--- src/design/wabs_pkg.sv ---
// Shared constants, types and helper functions for the window-average
// background subtraction core. No dependencies.
package wabs_pkg;

  // Geometry of the frame store and the history ring.
  localparam int MAX_WINDOW      = 8;
  localparam int MAX_FRAME_BYTES = 65536;
  localparam int PIX_W           = 8;
  localparam int IDX_W           = $clog2(MAX_FRAME_BYTES);
  localparam int SLOT_W          = $clog2(MAX_WINDOW);
  localparam int K_W             = 4;
  localparam int CNT_W           = $clog2(MAX_WINDOW + 1);
  localparam int SUM_W           = $clog2(MAX_WINDOW * 255 + 1);
  localparam int HIST_AW         = SLOT_W + IDX_W;
  localparam int THR_W           = 8;

  // Stream and configuration port widths.
  localparam int IN_TDATA_W  = PIX_W + IDX_W;
  localparam int OUT_TDATA_W = PIX_W;
  localparam int CFG_AW      = 3;
  localparam int CFG_DW      = 32;

  // Result queue that decouples the pipeline from the output handshake.
  localparam int OUT_DEPTH = 8;
  localparam int OUT_AW    = $clog2(OUT_DEPTH);
  localparam int OCC_W     = $clog2(OUT_DEPTH + 1);

  // Reciprocal multiply for floor(sum / k): with m = ceil(2^(SUM_W+SLOT_W) / k)
  // the product shifted right by SUM_W+SLOT_W is exact for every sum.
  localparam int RECIP_SHIFT = SUM_W + SLOT_W;
  localparam int RECIP_W     = RECIP_SHIFT + 1;
  localparam int PROD_W      = SUM_W + RECIP_W;

  localparam logic [RECIP_W-1:0] RECIP_1 = RECIP_W'((1 << RECIP_SHIFT));
  localparam logic [RECIP_W-1:0] RECIP_2 = RECIP_W'(((1 << RECIP_SHIFT) + 1) / 2);
  localparam logic [RECIP_W-1:0] RECIP_3 = RECIP_W'(((1 << RECIP_SHIFT) + 2) / 3);
  localparam logic [RECIP_W-1:0] RECIP_4 = RECIP_W'(((1 << RECIP_SHIFT) + 3) / 4);
  localparam logic [RECIP_W-1:0] RECIP_5 = RECIP_W'(((1 << RECIP_SHIFT) + 4) / 5);
  localparam logic [RECIP_W-1:0] RECIP_6 = RECIP_W'(((1 << RECIP_SHIFT) + 5) / 6);
  localparam logic [RECIP_W-1:0] RECIP_7 = RECIP_W'(((1 << RECIP_SHIFT) + 6) / 7);
  localparam logic [RECIP_W-1:0] RECIP_8 = RECIP_W'(((1 << RECIP_SHIFT) + 7) / 8);

  // Register reset values and the foreground marker.
  localparam logic [K_W-1:0]   WINDOW_RESET = K_W'(5);
  localparam logic [THR_W-1:0] THR_RESET    = THR_W'(40);
  localparam logic [PIX_W-1:0] FG_ON        = PIX_W'(255);

  // Register map, indexed by word address.
  typedef enum logic {
    REG_WINDOW = 1'b0,
    REG_THRESH = 1'b1
  } cfg_reg_t;

  // Request into the average and compare pipeline.
  typedef struct packed {
    logic              valid;
    logic              hist_ready;
    logic [PIX_W-1:0]  pix;
    logic [SUM_W-1:0]  sum;
  } wabs_cmp_req_t;

  // Finished result beat.
  typedef struct packed {
    logic              valid;
    logic              hist_ready;
    logic [PIX_W-1:0]  fg;
  } wabs_result_t;

  // Window length in force: zero acts as one, anything above the ring as the ring.
  function automatic logic [K_W-1:0] eff_window(input logic [K_W-1:0] wf);
    logic [K_W-1:0] k;
    if (wf == '0) begin
      k = K_W'(1);
    end else if (wf > K_W'(MAX_WINDOW)) begin
      k = K_W'(MAX_WINDOW);
    end else begin
      k = wf;
    end
    return k;
  endfunction

  // Rounded-up reciprocal for each legal window length.
  function automatic logic [RECIP_W-1:0] recip(input logic [K_W-1:0] k);
    logic [RECIP_W-1:0] m;
    unique case (k)
      K_W'(1):  m = RECIP_1;
      K_W'(2):  m = RECIP_2;
      K_W'(3):  m = RECIP_3;
      K_W'(4):  m = RECIP_4;
      K_W'(5):  m = RECIP_5;
      K_W'(6):  m = RECIP_6;
      K_W'(7):  m = RECIP_7;
      K_W'(8):  m = RECIP_8;
      default:  m = RECIP_1;
    endcase
    return m;
  endfunction

endpackage

--- src/design/wabs_out_fifo.sv ---
// Small result queue between the pipeline and the output handshake.
// Depends on wabs_pkg.
module wabs_out_fifo (
  input  logic                     clk,
  input  logic                     rst_n,
  input  wabs_pkg::wabs_result_t   push,
  input  logic                     pop,
  output logic                     head_valid,
  output logic                     head_ready,
  output logic [wabs_pkg::PIX_W-1:0] head_fg
);
  import wabs_pkg::*;

  logic [PIX_W:0]  q_r [OUT_DEPTH];
  logic [OUT_AW-1:0] wr_ptr_r;
  logic [OUT_AW-1:0] rd_ptr_r;
  logic [OCC_W-1:0]  count_r;
  logic              do_pop;

  assign do_pop = pop && (count_r != '0);

  // Pointers and fill count; the top level's credit keeps pushes from overflowing.
  always_ff @(posedge clk) begin
    if (!rst_n) begin
      wr_ptr_r <= '0;
      rd_ptr_r <= '0;
      count_r  <= '0;
    end else begin
      if (push.valid) begin
        wr_ptr_r <= wr_ptr_r + OUT_AW'(1);
      end
      if (do_pop) begin
        rd_ptr_r <= rd_ptr_r + OUT_AW'(1);
      end
      count_r <= count_r + OCC_W'(push.valid) - OCC_W'(do_pop);
    end
  end

  always_ff @(posedge clk) begin
    if (push.valid) begin
      q_r[wr_ptr_r] <= {push.hist_ready, push.fg};
    end
  end

  assign head_valid = (count_r != '0);
  assign head_ready = q_r[rd_ptr_r][PIX_W];
  assign head_fg    = q_r[rd_ptr_r][PIX_W-1:0];

endmodule

--- config.mk ---
export PLATFORM = sky130hd
export DESIGN_NAME = wabs_out_fifo
export DESIGN_NICKNAME = d
export VERILOG_FILES = /design/src/design/wabs_pkg.sv /design/src/design/wabs_out_fifo.sv
export SDC_FILE = /design/constraint.sdc
export NUM_CORES = 1
export LEC_CHECK = 0
export ABC_AREA = 0
export BUFFER_PORTS_ARGS = -buffer_cell sky130_fd_sc_hd__clkbuf_2
export CORE_MARGIN = 10
export CORE_UTILIZATION = 45
export CTS_CLUSTER_DIAMETER = 150
export DETAILED_ROUTE_END_ITERATION = 7
export GPL_TIMING_DRIVEN = 0
export RECOVER_POWER = 100
export SLEW_MARGIN = 10
export SYNTH_ARGS = -nofsm -noshare
export SYNTH_HDL_FRONTEND = slang
export SYNTH_SLANG_ARGS = --single-unit
export TNS_END_PERCENT = 10
--- constraint.sdc ---
create_clock -name clk -period 3.3 [get_ports clk]
set_input_delay 0.99 -clock clk [delete_from_list [all_inputs] [get_ports clk]]
set_output_delay 0.99 -clock clk [all_outputs]
set_load 0.01 [all_outputs]
* Yosys cells after proc, flatten, opt, wreduce, memory -nomap -nowiden
Memories as Yosys holds them, arrays and structs flattened. A register that Yosys moved wholly into a read port is not among the register bits. Cells that the tools add are included.
Cells by class: $add $sub $neg 4, multiplexer cells 4, reductions and logical operators 2
Operators by type and width (number):
- $add 3x1->3 const B | 2
- $mux 3 | 2
- $add 4x1->4 | 1
- $reduce_bool 4->1 | 1
- $sub 4x1->4 | 1
- $mux 1 | 2
- $logic_and 1x1->1 | 1
Word-level totals: bits in registers 10, memory bits (writable) 72, logic and storage cells 14, memories kept 1
Memories:
- q_r | words 8, width 9, rd ports 1, clocked after Yosys merged registers in 1, write ports 1, line wabs_out_fifo.sv:14 | logic [PIX_W:0] q_r [OUT_DEPTH];

* Logic depth before layout (Yosys ltp)
depth after elaboration 4, depth in mapped cells 10, depth with buffers taken out 10

* Worst setup path after synthesis
OpenSTA, ideal clock, no wires.
kind register -> output, start register with a tool-made name, end output head_fg[0] in the netlist's numbering, setup slack 0.916 ns, arrival time 1.394 ns, cell stages (with the launch flop) 5, path through dfxtp_1 -> buf_6 -> buf_12 -> mux4_1 -> mux2_2
RTL lines:
- end: declaration | line wabs_out_fifo.sv:10 | output logic [wabs_pkg::PIX_W-1:0] head_fg

==> reports/metrics.yaml <==
outcome: "complete, no violations"
yosysTopAreaCell: "edfxtp_1"
hold_viol: 0
worstReg2RegEnd: "count_r[3]$_SDFF_PN0_"
yosys.cell_types.count: 26
hold_start: "rd_ptr_r[2]$_SDFFE_PN0P_"
cts_tree: "built"
rows: 31
io_pins: 23
synth_area_leaders: "edfxtp_1 (63%), mux4_1 (14%), dfxtp_1 (7.5%), mux2_2 (2.9%), mux2i_1 (2.6%)"
grt_max_degree: 14
synth_top_area_share: 0.627
clock_skew_ps: 5.21
postCtsSetupBuffers: 0
syn-instance-count: 176
vias_per_cell: 5.37
yosysSeqAreaShare: 0.702
critical_path_class: "reg2out"
hold_path_class: "reg2reg"
ant_nets: 0
critPathLaunchType: "flip-flop"
ys_warn_count: 0
grtUsageTotal: 0.119
met1Wirelength_mm: 2.87
insertion_delay_ps: 350
syn_avg_cell_area_um2: 19.6
r2r_cells: 9
synth_nets: 196
wire_per_inst_um: 20.3
clock-sinks: 85
drive_gt1_frac: 0.136
synth_area_mm2: 0.00345
r2r_slack_ps: 1020
dieWidth_um: 108
worstReg2RegStart: "count_r[2]$_SDFF_PN0_"
antenna_found_initial: 0
die_h_um: 108
grt_overflow: 0
routabilityCongestion: 0.701
p_leak_nw: 1.30
critPathCaptureType: "output pin"
initial_core_util: 0.468
dp_hpwl_mm: 4.27
dp.cells: 299
grt_pass1_vias: 1806
cp.arrival_ps: 2130
area_growth_pct: 11.4
peakVddDrop_uv: 298
worstHoldPathCells: 2
antenna_cells: 0
initialDrtViolationCount: 82
p_total_mw: 2.42
cts_max_level: 3
io_buffer_count: 22
dieArea_mm2: 0.0116
synth_seq_cells: 85
cpPeakStageDelay_ps: 610
path_cells: "clkbuf_2 -> mux4_1 -> mux2_2 -> clkbuf_1"
nets: 230
maxSlewHeadroom: 0.256
dr_wl_met3_um: 263
num_vias: 1680
tns_ps: 0
period_minus_slack_ps: 3120
cpMaxStageDelayCell: "dfxtp_1"
met2_length_mm: 3.08
cts_buffers: 9
first_pass_iters: 4
drv_slew: 0
drc: 0
clockBufferDepth: 2
highest_layer: "met4"
required_ps: 2310
cp_max_fo: 10
grt_pass1_wl_mm: 10.1
cts_root_buffer: "clkbuf_8"
post-route-period-util: 0.945
final_cells: 313
clk_pin_slew_ps: 70
worst_pin_slew_ps: 1110
coreArea_mm2: 0.00737
power_density_mw_per_mm2: 631
routed_wl_mm: 6.35
maxCapViolations: 0
finalSetupViolations: 0
rsz0062_at_grt: "no"
max_freq_mhz: 321
synthesized netlist by cell type:
library cell and n:
dfxtp_1 13, nor2_1 7, nor2b_1 2, nand3_1 1
buf_12 1, xor2_1 1, buf_1 1, nand2_1 9
nor3_1 2, ha_1 6, fa_1 1, mux2_2 9
xnor2_1 2, clkbuf_1 2, buf_6 1, edfxtp_1 72
or2_2 1, mux2i_1 9, a21o_1 1, inv_1 4
buf_2 1, a21oi_1 1, mux4_1 18, or3b_2 1
nand2b_1 6, and2_1 4
area by class of cell:
class,count,area (um2)
Multi-Input combinational cell,81,963
Sequential cell,85,2420
Clock inverter,5,52.6
Timing Repair Buffer,24,92.6
Fill cell,602,3530
Buffer,5,43.8
Clock buffer,10,128
Tap cell,99,124
Inverter,4,15.0
critical path: cells and delay by family (launching register included):
| family | cells | cell delay (ps) |
|---|---|---|
| buffers and inverters | 2 | 530 |
| DFF | 1 | 610 |
| muxes | 2 | 640 |
through the flow:
step | instance area, um2 | hold slack [ps] | util | setup WS [ps]
after floorplan | 3450 | 456 | - | 916
after global routing | 3840 | 517 | 0.521 | 65.5
after detailed placement | 3710 | 487 | 0.503 | 393
after CTS | 3890 | 499 | 0.528 | 4.81
final | 3840 | 494 | 0.521 | 183
after global placement | 3680 | 463 | 0.500 | 401
where the power goes:
group | leakage (nW) | internal, mW | switching, mW
Clock | 0.0935 | 0.342 | 0.349
Sequential | 0.761 | 1.22 | 0.0291
Combinational | 0.446 | 0.241 | 0.240
Total | 1.30 | 1.81 | 0.618
how the worst max path moves through the flow:
stage | from | endpoint | cells past startpoint
after floorplan | flip-flop | head_fg[0] | 4
after global placement | push[9] | q_r[0][1]$_DFFE_PP_ | 3
after detailed placement | flip-flop | head_fg[7] | 5
after CTS | flip-flop | head_fg[7] | 5
after global routing | flip-flop | head_fg[7] | 4
final | flip-flop | head_fg[7] | 4
logic make-up after synthesis:
group,share of synthesized area
and+or+nand+nor,0.0479
buffers and inverters,0.0181
xor gates and xnor gates,0.00762
DFF,0.702
AOI/OAI and AO/OA,0.00363
adders and majority gates,0.0276
muxes,0.193
cells in the final DEF (no fill, tap or decap):
| cell type | instances |
|---|---|
| buf_1 | 1 |
| buf_6 | 1 |
| nand3_1 | 1 |
| clkbuf_2 | 3 |
| nand2b_1 | 6 |
| nor2_1 | 7 |
| or3b_2 | 1 |
| and2_0 | 2 |
| ha_1 | 6 |
| nand2_1 | 9 |
| clkbuf_8 | 9 |
| clkinv_1 | 1 |
| a21o_1 | 1 |
| dfxtp_1 | 13 |
| bufinv_16 | 1 |
| xnor2_1 | 2 |
| buf_12 | 1 |
| nor2b_1 | 2 |
| fa_1 | 1 |
| mux2_2 | 9 |
| or2_2 | 1 |
| clkinv_4 | 1 |
| inv_1 | 4 |
| mux4_1 | 18 |
| a21oi_1 | 1 |
| edfxtp_1 | 72 |
| and2_1 | 2 |
| nor3_1 | 2 |
| mux2i_1 | 9 |
| clkinv_2 | 2 |
| clkbuf_1 | 24 |
| xor2_1 | 1 |
state kept, by name, summed over array words and instances (netlist names), named ones only:
signal / count
q_r: 72
count_r: 4
rd_ptr_r: 3
wr_ptr_r: 3
per-layer routing:
layer | vias to the layer above | global-route usage
met3 | 13 | 0.0299
met4 | 0 | 0.0573
met2 | 42 | 0.189
li1 | 773 | -
met1 | 852 | 0.149
met5 | - | 0
what timing repair did:
item                                    in CTS  in global routing
gates resized for setup                      0                  0
hold buffers                                 0                  0
endpoints found under the setup margin       0                  9
(Power assumes the default switching activity.)
