File: config.mk
export PLATFORM = sky130hd
export DESIGN_NAME = wabs_fg_cmp
export DESIGN_NICKNAME = d
export VERILOG_FILES = /design/src/design/wabs_pkg.sv /design/src/design/wabs_fg_cmp.sv
export SDC_FILE = /design/constraint.sdc
export NUM_CORES = 1
export LEC_CHECK = 0
export CORE_AREA = 2 2 114 116
export CTS_BUF_LIST = sky130_fd_sc_hd__clkbuf_2 sky130_fd_sc_hd__clkbuf_4 sky130_fd_sc_hd__clkbuf_8
export DETAILED_ROUTE_END_ITERATION = 10
export DIE_AREA = 0 0 116 118
export DONT_BUFFER_PORTS = 1
export PLACE_DENSITY = 0.73
export SLEW_MARGIN = 25
export SYNTH_ARGS = -nofsm -noshare
export SYNTH_HDL_FRONTEND = slang
export SYNTH_SLANG_ARGS = --single-unit
export TNS_END_PERCENT = 5
File: constraint.sdc
create_clock -name clk -period 7.6 [get_ports clk]
set_input_delay 0.38 -clock clk [delete_from_list [all_inputs] [get_ports clk]]
set_output_delay 0.38 -clock clk [all_outputs]
set_load 0.1 [all_outputs]
File: src/design/wabs_pkg.sv
// Shared constants, types and helper functions for the window-average
// background subtraction core. No dependencies.
package wabs_pkg;

  // Geometry of the frame store and the history ring.
  localparam int MAX_WINDOW      = 8;
  localparam int MAX_FRAME_BYTES = 65536;
  localparam int PIX_W           = 8;
  localparam int IDX_W           = $clog2(MAX_FRAME_BYTES);
  localparam int SLOT_W          = $clog2(MAX_WINDOW);
  localparam int K_W             = 4;
  localparam int CNT_W           = $clog2(MAX_WINDOW + 1);
  localparam int SUM_W           = $clog2(MAX_WINDOW * 255 + 1);
  localparam int HIST_AW         = SLOT_W + IDX_W;
  localparam int THR_W           = 8;

  // Stream and configuration port widths.
  localparam int IN_TDATA_W  = PIX_W + IDX_W;
  localparam int OUT_TDATA_W = PIX_W;
  localparam int CFG_AW      = 3;
  localparam int CFG_DW      = 32;

  // Result queue that decouples the pipeline from the output handshake.
  localparam int OUT_DEPTH = 8;
  localparam int OUT_AW    = $clog2(OUT_DEPTH);
  localparam int OCC_W     = $clog2(OUT_DEPTH + 1);

  // Reciprocal multiply for floor(sum / k): with m = ceil(2^(SUM_W+SLOT_W) / k)
  // the product shifted right by SUM_W+SLOT_W is exact for every sum.
  localparam int RECIP_SHIFT = SUM_W + SLOT_W;
  localparam int RECIP_W     = RECIP_SHIFT + 1;
  localparam int PROD_W      = SUM_W + RECIP_W;

  localparam logic [RECIP_W-1:0] RECIP_1 = RECIP_W'((1 << RECIP_SHIFT));
  localparam logic [RECIP_W-1:0] RECIP_2 = RECIP_W'(((1 << RECIP_SHIFT) + 1) / 2);
  localparam logic [RECIP_W-1:0] RECIP_3 = RECIP_W'(((1 << RECIP_SHIFT) + 2) / 3);
  localparam logic [RECIP_W-1:0] RECIP_4 = RECIP_W'(((1 << RECIP_SHIFT) + 3) / 4);
  localparam logic [RECIP_W-1:0] RECIP_5 = RECIP_W'(((1 << RECIP_SHIFT) + 4) / 5);
  localparam logic [RECIP_W-1:0] RECIP_6 = RECIP_W'(((1 << RECIP_SHIFT) + 5) / 6);
  localparam logic [RECIP_W-1:0] RECIP_7 = RECIP_W'(((1 << RECIP_SHIFT) + 6) / 7);
  localparam logic [RECIP_W-1:0] RECIP_8 = RECIP_W'(((1 << RECIP_SHIFT) + 7) / 8);

  // Register reset values and the foreground marker.
  localparam logic [K_W-1:0]   WINDOW_RESET = K_W'(5);
  localparam logic [THR_W-1:0] THR_RESET    = THR_W'(40);
  localparam logic [PIX_W-1:0] FG_ON        = PIX_W'(255);

  // Register map, indexed by word address.
  typedef enum logic {
    REG_WINDOW = 1'b0,
    REG_THRESH = 1'b1
  } cfg_reg_t;

  // Request into the average and compare pipeline.
  typedef struct packed {
    logic              valid;
    logic              hist_ready;
    logic [PIX_W-1:0]  pix;
    logic [SUM_W-1:0]  sum;
  } wabs_cmp_req_t;

  // Finished result beat.
  typedef struct packed {
    logic              valid;
    logic              hist_ready;
    logic [PIX_W-1:0]  fg;
  } wabs_result_t;

  // Window length in force: zero acts as one, anything above the ring as the ring.
  function automatic logic [K_W-1:0] eff_window(input logic [K_W-1:0] wf);
    logic [K_W-1:0] k;
    if (wf == '0) begin
      k = K_W'(1);
    end else if (wf > K_W'(MAX_WINDOW)) begin
      k = K_W'(MAX_WINDOW);
    end else begin
      k = wf;
    end
    return k;
  endfunction

  // Rounded-up reciprocal for each legal window length.
  function automatic logic [RECIP_W-1:0] recip(input logic [K_W-1:0] k);
    logic [RECIP_W-1:0] m;
    unique case (k)
      K_W'(1):  m = RECIP_1;
      K_W'(2):  m = RECIP_2;
      K_W'(3):  m = RECIP_3;
      K_W'(4):  m = RECIP_4;
      K_W'(5):  m = RECIP_5;
      K_W'(6):  m = RECIP_6;
      K_W'(7):  m = RECIP_7;
      K_W'(8):  m = RECIP_8;
      default:  m = RECIP_1;
    endcase
    return m;
  endfunction

endpackage

File: src/design/wabs_fg_cmp.sv
// Two-stage average and threshold unit: reciprocal multiply for sum / k,
// then the absolute difference against the threshold. Depends on wabs_pkg.
module wabs_fg_cmp (
  input  logic                       clk,
  input  logic                       rst_n,
  input  logic [wabs_pkg::K_W-1:0]   k,
  input  logic [wabs_pkg::THR_W-1:0] thr,
  input  wabs_pkg::wabs_cmp_req_t    req,
  output wabs_pkg::wabs_result_t     res
);
  import wabs_pkg::*;

  logic              a_valid_r;
  logic              a_rdy_r;
  logic [PIX_W-1:0]  a_pix_r;
  logic [PROD_W-1:0] a_prod_r;
  logic [PIX_W-1:0]  avg;
  logic [PIX_W-1:0]  diff;
  wabs_result_t      res_r;

  // Stage A: multiply the old sum by the reciprocal of k.
  always_ff @(posedge clk) begin
    if (!rst_n) begin
      a_valid_r <= 1'b0;
    end else begin
      a_valid_r <= req.valid;
    end
    a_rdy_r  <= req.hist_ready;
    a_pix_r  <= req.pix;
    a_prod_r <= PROD_W'(req.sum) * PROD_W'(recip(k));
  end

  // The average of stored bytes never exceeds a byte.
  assign avg  = a_prod_r[RECIP_SHIFT +: PIX_W];
  assign diff = (a_pix_r > avg) ? (a_pix_r - avg) : (avg - a_pix_r);

  // Stage B: compare and mark the beat.
  always_ff @(posedge clk) begin
    if (!rst_n) begin
      res_r.valid <= 1'b0;
    end else begin
      res_r.valid <= a_valid_r;
    end
    res_r.hist_ready <= a_rdy_r;
    res_r.fg         <= (a_rdy_r && (diff > thr)) ? FG_ON : '0;
  end

  assign res = res_r;

endmodule

-- After elaboration in Yosys (flattened, before gate mapping)
Memories as Yosys holds them, arrays and structs flattened.
Cells that the tools add are included.
- ROM bits: 240
- word-level logic and storage cells: 16
- bits in registers: 42
- output and inout bits: 10
- memories: 1
- bits of input ports: 35
- memory list (name ; words ; bits a word ; rd ports ; clocked after Yosys merged registers in ; write ports ; RTL line ; text):
    (no name shown) ; 16 ; 15 ; 1 ; 0 ; 0 ; wabs_pkg.sv:85 ; unique case (k)
- multiply operators: 1
- muxes and demuxes: 2
- reduce and logical (&&, ||, !) cells: 1
- order comparisons: 2
- add/subtract/negate cells: 2
- operator list (operator ; number):
    11-bit by 15-bit multiplier with 22-bit output ; 1
    8-bit greater-than comparator ; 2
    8-bit two-way mux ; 2
    8-bit subtractor ; 2
    1-bit logical AND ; 1

-- Logic depth before layout (Yosys ltp)
Gate-level depths: netlist (run 1).
- depth after elaboration: 5
- mapped depth: 24
- mapped depth without buffers: 23

-- Worst setup path after synthesis (run 1)
OpenSTA, ideal clock, no wires.
- path kind: input -> register
- start: input port k[3] in the netlist's numbering
- end: register a_prod_r[20]
- arrival: 5.338 ns
- library setup time: 0.121 ns
- setup slack: 2.141 ns
- buffers on the path: 2
- cell stages on the path: 21
- required time: 7.479 ns
- cells stage by stage: buf_2 nor2b_1 and2_1 clkbuf_1 nand2_1 fa_1 fa_1 inv_1 fa_1 fa_1 inv_1 fa_1 inv_1 ha_1 a21oi_1 nand4_1 a31oi_1 a21oi_4 a311oi_4 o21bai_2 xor2_1
- word-level cells in the longest chain between the ends: 2
- RTL lines (item ; RTL line ; text):
    start: declaration ; wabs_fg_cmp.sv:6 ; input logic [wabs_pkg::K_W-1:0] k,
    memory 16 x 15 bit ; n/a ;
    11-bit by 15-bit multiplier with 22-bit output ; wabs_fg_cmp.sv:30 ; a_prod_r <= PROD_W'(req.sum) * PROD_W'(recip(k));
    end signal: assignment ; wabs_fg_cmp.sv:30 ;
    end: declaration ; wabs_fg_cmp.sv:16 ; logic [PROD_W-1:0] a_prod_r;
Every way passes these cells.
A chain may end at the register's enable or synchronous reset.

-- Final worst setup path (run 1)
- start: input port k[0] in the netlist's numbering
- end: register a_prod_r[20]
The elaborated chain is that of the path after synthesis.

==> run metrics, run 1 <==
run status=completed; half-perimeter wire length after placement=11300 um; largest driver fanout on the critical path=12; first-pass iteration count of the detailed router=4; Worst path top cell family by delay=adder cells; initial antenna violation count=0; data required time of the worst path=7760 ps; die footprint=0.0137 mm^2; Crit Path Class=input pin to flip-flop; number of unique standard cell types used by synthesis=56; vias after detailed routing=4259; relative slew slack=0.371; clock tree from TritonCTS=yes; final-report setup violation count=0; average detailed-routed wire length per instance=15.3 um; final setup margin=1560 ps; share of final-layout standard cells stronger than drive strength 1=0.0384; Clock Sinks=21; post-cts gate resize count=0; biggest cell delay along the critical path=680 ps; total clock buffers created by CTS=3; share of synthesized area occupied by flip-flops and latches=0.0685; initial standard-cell utilization of the core=0.494; commonest non-fill, non-tap cells in the layout=inv_1, fa_1, nand2_1, ha_1, and2_1; overall overflow remaining after global route=0; Routed met3 length=446 um; chip width=116 um; Max-cap violations=0; post-synthesis area per instance=8.77 um^2; total nets after synthesis=919; mux cell area share after synthesis=0.0122; highest attainable clock frequency=165 MHz; via count of the first global-routing pass=4813; die outline height=118 um; nature of the critical path endpoint=flip-flop; async set-reset flop share out of synthesis=0; Post-Place Worst Slack=1240 ps; total count of hold-check failures in the final report=0; synthesized instance count=700; complex-gate fraction of the synthesized area=0.0754; number of design rule violations left after detail routing=0; later-pin clock latency in the skew report=260 ps; cell repeated most along the worst path=fa_1; Layout Utilization=0.507; simple-gate portion of the synthesized area=0.167; type of element launching the critical path=input pin; top layer used by detailed routing=met4; number of enable-type register cells in the synthesized netlist=0; wire length of the first global-routing pass=23200 um; final weighted congestion in routability-driven placement=0.921; number of routed nets with antenna violations=0; I/O pins=45; total met2 wirelength after detailed routing=6770 um; power per standard cell area=177 mW/mm^2; adder-cell area share of the yosys netlist=0.512; signal arrival time at the worst endpoint=6200 ps; Tightest Pin Transition=942 ps; First DRT Iteration DRCs=158; per-cell via count in the routed design=5.02; final period demand of the worst path=6040 ps; leak pwr=0.00336 uW; hold crit path type=input pin to flip-flop; number of warnings printed during yosys synthesis=0; most common cell after layout, fill and taps aside=inv_1; Post-synth top flop=dfxtp_1; all-layer global routing usage=0.214; number of buffers on the longest clock path=2; largest vdd supply drop=130 uV; setup repair after global routing missed its margin=false; largest net degree at the start of global routing=14; drt total wl=13000 um; cell with the largest stage delay on the worst path=nor2b_1; routed metal-1 wire length=5630 um; CTS Root Cell=clkbuf_8; total core area=0.0124 mm^2; Core Rows=41; Layout Nets=897; total negative slack=0 ps; number of max-slew violations in the final report=0; Port-buffer cells=0; final antenna diode count=0; number of cells in the design after placement=844; setup fix buffers added after clock tree synthesis=0; ordered cell list for the critical path=ha_1 -> nor2b_1 -> and2b_1 -> o21ai_0 -> fa_1 -> fa_1 -> inv_1 -> fa_1 -> fa_1 -> inv_1 -> fa_1 -> inv_1 -> ha_1 -> a21oi_1 -> nand4_1 -> a31oi_1 -> a21oi_4 -> a311oi_4 -> o21bai_2 -> xor2_1; worst clock skew on the final layout=1.59 ps; post-synthesis to final-layout area growth=2.59%; Yosys reg bits=21; Hold Buf Count CTS=0; clock-pin slew of the registers on the worst-case setup and hold paths=80 ps; H-tree levels=1; main combinational cell family by area after synthesis=adder cells; total standard cell area after synthesis=0.00614 mm^2; post-route non-filler standard cell count=849; post-synthesis share of cell area spent on xor and xnor gates=0.0306; Period Utilization, post-route=0.795; buffer and inverter count on the worst path=3
==> per-stage QoR <==
stage,hold slack [ps],cell area (um^2),power [uW]
2_1_floorplan,331,6140,899
3_3_place_gp,337,6240,1010
3_5_place_dp,352,6240,1050
4_1_cts,127,6290,1130
5_1_grt,120,6300,1250
6_report,135,6300,1120
==> Yosys cell counts, types with 2 or more instances <==
cell type,instances,area share
a211oi_1,4,0.0049
a21boi_0,2,0.0024
a21o_1,6,0.0073
a21oi_1,17,0.014
a21oi_4,2,0.0053
and2_1,42,0.043
and3_1,16,0.016
buf_2,2,0.0016
buf_4,8,0.0098
clkbuf_1,18,0.011
dfxtp_1,21,0.069
fa_1,112,0.37
ha_1,72,0.15
inv_1,177,0.11
mux2_2,3,0.0055
mux2i_1,3,0.0049
nand2_1,85,0.052
nand2b_1,9,0.0092
nand3_1,2,0.0016
nand4_1,8,0.0082
nor2_1,13,0.0080
nor2b_1,12,0.012
nor3_1,4,0.0033
o21a_1,3,0.0037
o21ai_0,12,0.0098
o21ai_1,2,0.0016
xnor2_1,11,0.016
xor2_1,6,0.0086
==> power breakdown <==
group          switching (uW)  internal [uW]
Combinational             483            356
Clock                    38.0           37.3
Sequential               62.5            140
==> registers in the layout, summed over array words and instances, names as in the netlist <==
name and flops:
a_rdy_r 1, a_prod_r 8, a_pix_r 8, a_valid_r 1, res 3
==> kinds of logic after synthesis <==
kind of cell / after synthesis
buf+inv: 208
simple gates: 198
fa+ha+maj: 184
compound gates: 63
flops: 21
xor+xnor: 19
mux: 7
==> routing by layer <==
metal  GRT usage  vias to the layer above
met5           0                        -
met4      0.0313                        0
met3      0.0191                       14
met2       0.386                       79
met1       0.285                     2101
li1            -                     2065
==> worst paths after layout <==
kind	startpoint	end	slack [ps]	cells after the start
max	k[0]	a_prod_r[20]$_DFF_P_	1560	20
max reg2reg	a_pix_r[0]$_DFF_P_	res[6]$_DFF_P_	4050	16
min reg2reg	a_rdy_r$_DFF_P_	res[8]$_DFF_P_	360	0
min	req[18]	a_pix_r[7]$_DFF_P_	130	0
==> cell type report <==
| type | instances | area, um^2 |
|---|---|---|
| Multi-Input combinational cell | 471 | 4890 |
| Sequential cell | 21 | 424 |
| Timing Repair Buffer | 4 | 50.0 |
| Fill cell | 1202 | 6120 |
| Tap cell | 172 | 215 |
| Inverter | 177 | 664 |
| Clock inverter | 1 | 6.26 |
| Clock buffer | 3 | 41.3 |
Note: power is estimated with default switching activity, not from simulation.
==> run 2: changes to the inputs <==
--- a/config.mk
+++ b/config.mk
@@ -10,7 +10,7 @@
 export DETAILED_ROUTE_END_ITERATION = 10
 export DIE_AREA = 0 0 116 118
 export DONT_BUFFER_PORTS = 1
-export PLACE_DENSITY = 0.73
+export PLACE_DENSITY = 0.76
 export SLEW_MARGIN = 25
 export SYNTH_ARGS = -nofsm -noshare
 export SYNTH_HDL_FRONTEND = slang
==> constraint.sdc (replaced) <==
create_clock -name clk -period 5.35 [get_ports clk]
set_input_delay 0.2675 -clock clk [delete_from_list [all_inputs] [get_ports clk]]
set_output_delay 0.2675 -clock clk [all_outputs]
set_load 0.1 [all_outputs]
==> run 2 against run 1 <==
Non-clock buffer count up 23. Critical path type unchanged. Setup slack worse by 1300 ps. Critical path depth down 1. Cell count up 2.7%. Combinational power up 43%. Clock power up 37%. Largest power group unchanged. Cell area up 2.7%. Global-route usage down 0.88 points.
==> run metrics, run 2 (same netlist as run 1, synthesis figures left out) <==
Clock Sinks=21 (unchanged); later-pin clock latency in the skew report=260 ps (about the same); via count of the first global-routing pass=4771 (was 4813); leak pwr=0.00347 uW (was 0.00336 uW); initial standard-cell utilization of the core=0.494 (unchanged); total count of hold-check failures in the final report=0 (unchanged); drt total wl=12900 um (was 13000 um); signal arrival time at the worst endpoint=5280 ps (was 6200 ps); number of design rule violations left after detail routing=0 (unchanged); largest net degree at the start of global routing=14 (unchanged); number of cells in the design after placement=868 (was 844); post-cts gate resize count=0 (unchanged); half-perimeter wire length after placement=11200 um (was 11300 um); number of buffers on the longest clock path=2 (unchanged); Hold Worst Slack=26.9 ps (was 135 ps); run status=completed (unchanged); Port-buffer cells=0 (unchanged); all-layer global routing usage=0.206 (was 0.214); total core area=0.0124 mm^2 (unchanged); hold crit path type=input pin to flip-flop (unchanged); relative slew slack=0.374 (was 0.371); Max-cap violations=0 (unchanged); Tightest Pin Transition=938 ps (was 942 ps); initial antenna violation count=0 (unchanged); power per standard cell area=246 mW/mm^2 (was 177 mW/mm^2); number of max-slew violations in the final report=0 (unchanged); Hold Buf Count CTS=0 (unchanged); post-synthesis to final-layout area growth=5.38% (was 2.59%); highest attainable clock frequency=195 MHz; Crit Path Class=input pin to flip-flop (unchanged); clock tree from TritonCTS=yes (unchanged); final weighted congestion in routability-driven placement=1.00 (was 0.921); final antenna diode count=0 (unchanged); type of element launching the critical path=input pin (unchanged); die footprint=0.0137 mm^2 (unchanged); share of final-layout standard cells stronger than drive strength 1=0.0700 (was 0.0384); setup repair after global routing missed its margin=false (unchanged); vias after detailed routing=4482 (was 4259); data required time of the worst path=5500 ps (was 7760 ps); Core Rows=41 (unchanged); largest vdd supply drop=153 uV (was 130 uV); nature of the critical path endpoint=flip-flop (unchanged); total negative slack=0 ps (unchanged); Period Utilization, post-route=0.959; final-report setup violation count=0 (unchanged); chip width=116 um (unchanged); H-tree levels=1 (unchanged); die outline height=118 um (unchanged); Layout Nets=920 (was 897); worst clock skew on the final layout=0.788 ps (was 1.59 ps); average detailed-routed wire length per instance=14.8 um (was 15.3 um); first-pass iteration count of the detailed router=4 (unchanged); First DRT Iteration DRCs=214 (was 158); post-route non-filler standard cell count=872 (was 849); per-cell via count in the routed design=5.14 (was 5.02); overall overflow remaining after global route=0 (unchanged); CTS Root Cell=clkbuf_8 (unchanged); number of routed nets with antenna violations=0 (unchanged); total clock buffers created by CTS=3 (unchanged); I/O pins=45 (unchanged); final period demand of the worst path=5130 ps; setup fix buffers added after clock tree synthesis=0 (unchanged); clock-pin slew of the registers on the worst-case setup and hold paths=70 ps (was 80 ps); largest driver fanout on the critical path=12 (unchanged); wire length of the first global-routing pass=22600 um (was 23200 um); commonest non-fill, non-tap cells in the layout=inv_1, fa_1, nand2_1, ha_1, and2_1 (unchanged); most common cell after layout, fill and taps aside=inv_1 (unchanged)
## run 2: final cells by class
class	count	area, um^2
Timing Repair Buffer	27	223
Inverter	177	664
Multi-Input combinational cell	471	4890
Clock inverter	1	5.00
Fill cell	1184	5950
Sequential cell	21	424
Clock buffer	3	41.3
Tap cell	172	215
## run 2: worst paths after layout
path	to	depth (start not counted)	slack, ps	from
hold / removal	a_pix_r[3]$_DFF_P_	0	30	req[14]
setup / recovery	a_prod_r[20]$_DFF_P_	19	220	k[2]
setup reg to reg	res[6]$_DFF_P_	16	1850	a_pix_r[0]$_DFF_P_
hold reg to reg	res[8]$_DFF_P_	0	360	a_rdy_r$_DFF_P_
## run 2: layer usage
metal,part of all wire,vias up,global-route usage
li1,-,2106,-
met1,0.42,2212,0.281
met2,0.49,137,0.341
met3,0.069,27,0.0376
met4,0.021,0,0.0439
met5,0,-,0
## run 2: power by group
group / internal [uW] / switching, uW / total [uW]
sequential: 199 / 86.5 / 285
clock: 51.9 / 51.1 / 103
combinational: 524 / 677 / 1200
total: 775 / 815 / 1590
## run 2: critical path, cell delays in order
cell and delay, ps:
nor2b_1 290, and2_1 310, nand2_1 170, fa_1 560
inv_1 60, fa_1 590, fa_1 470, fa_1 500
inv_1 50, fa_1 470, inv_1 40, ha_1 280
nand2_1 90, nand4_1 90, a31oi_1 310, a21oi_4 120
a311oi_4 380, o21bai_2 90, xor2_1 140
## run 2: per-stage QoR
stage	utilization	instance area [um^2]	total power, uW	worst slack, ps
detailed placement	0.517	6420	1490	-5.61
finish	0.521	6470	1590	220
floorplan	-	6140	1280	3.95
CTS	0.521	6470	1600	262
global placement	0.517	6420	1460	41.5
global route	0.521	6470	1780	31.3
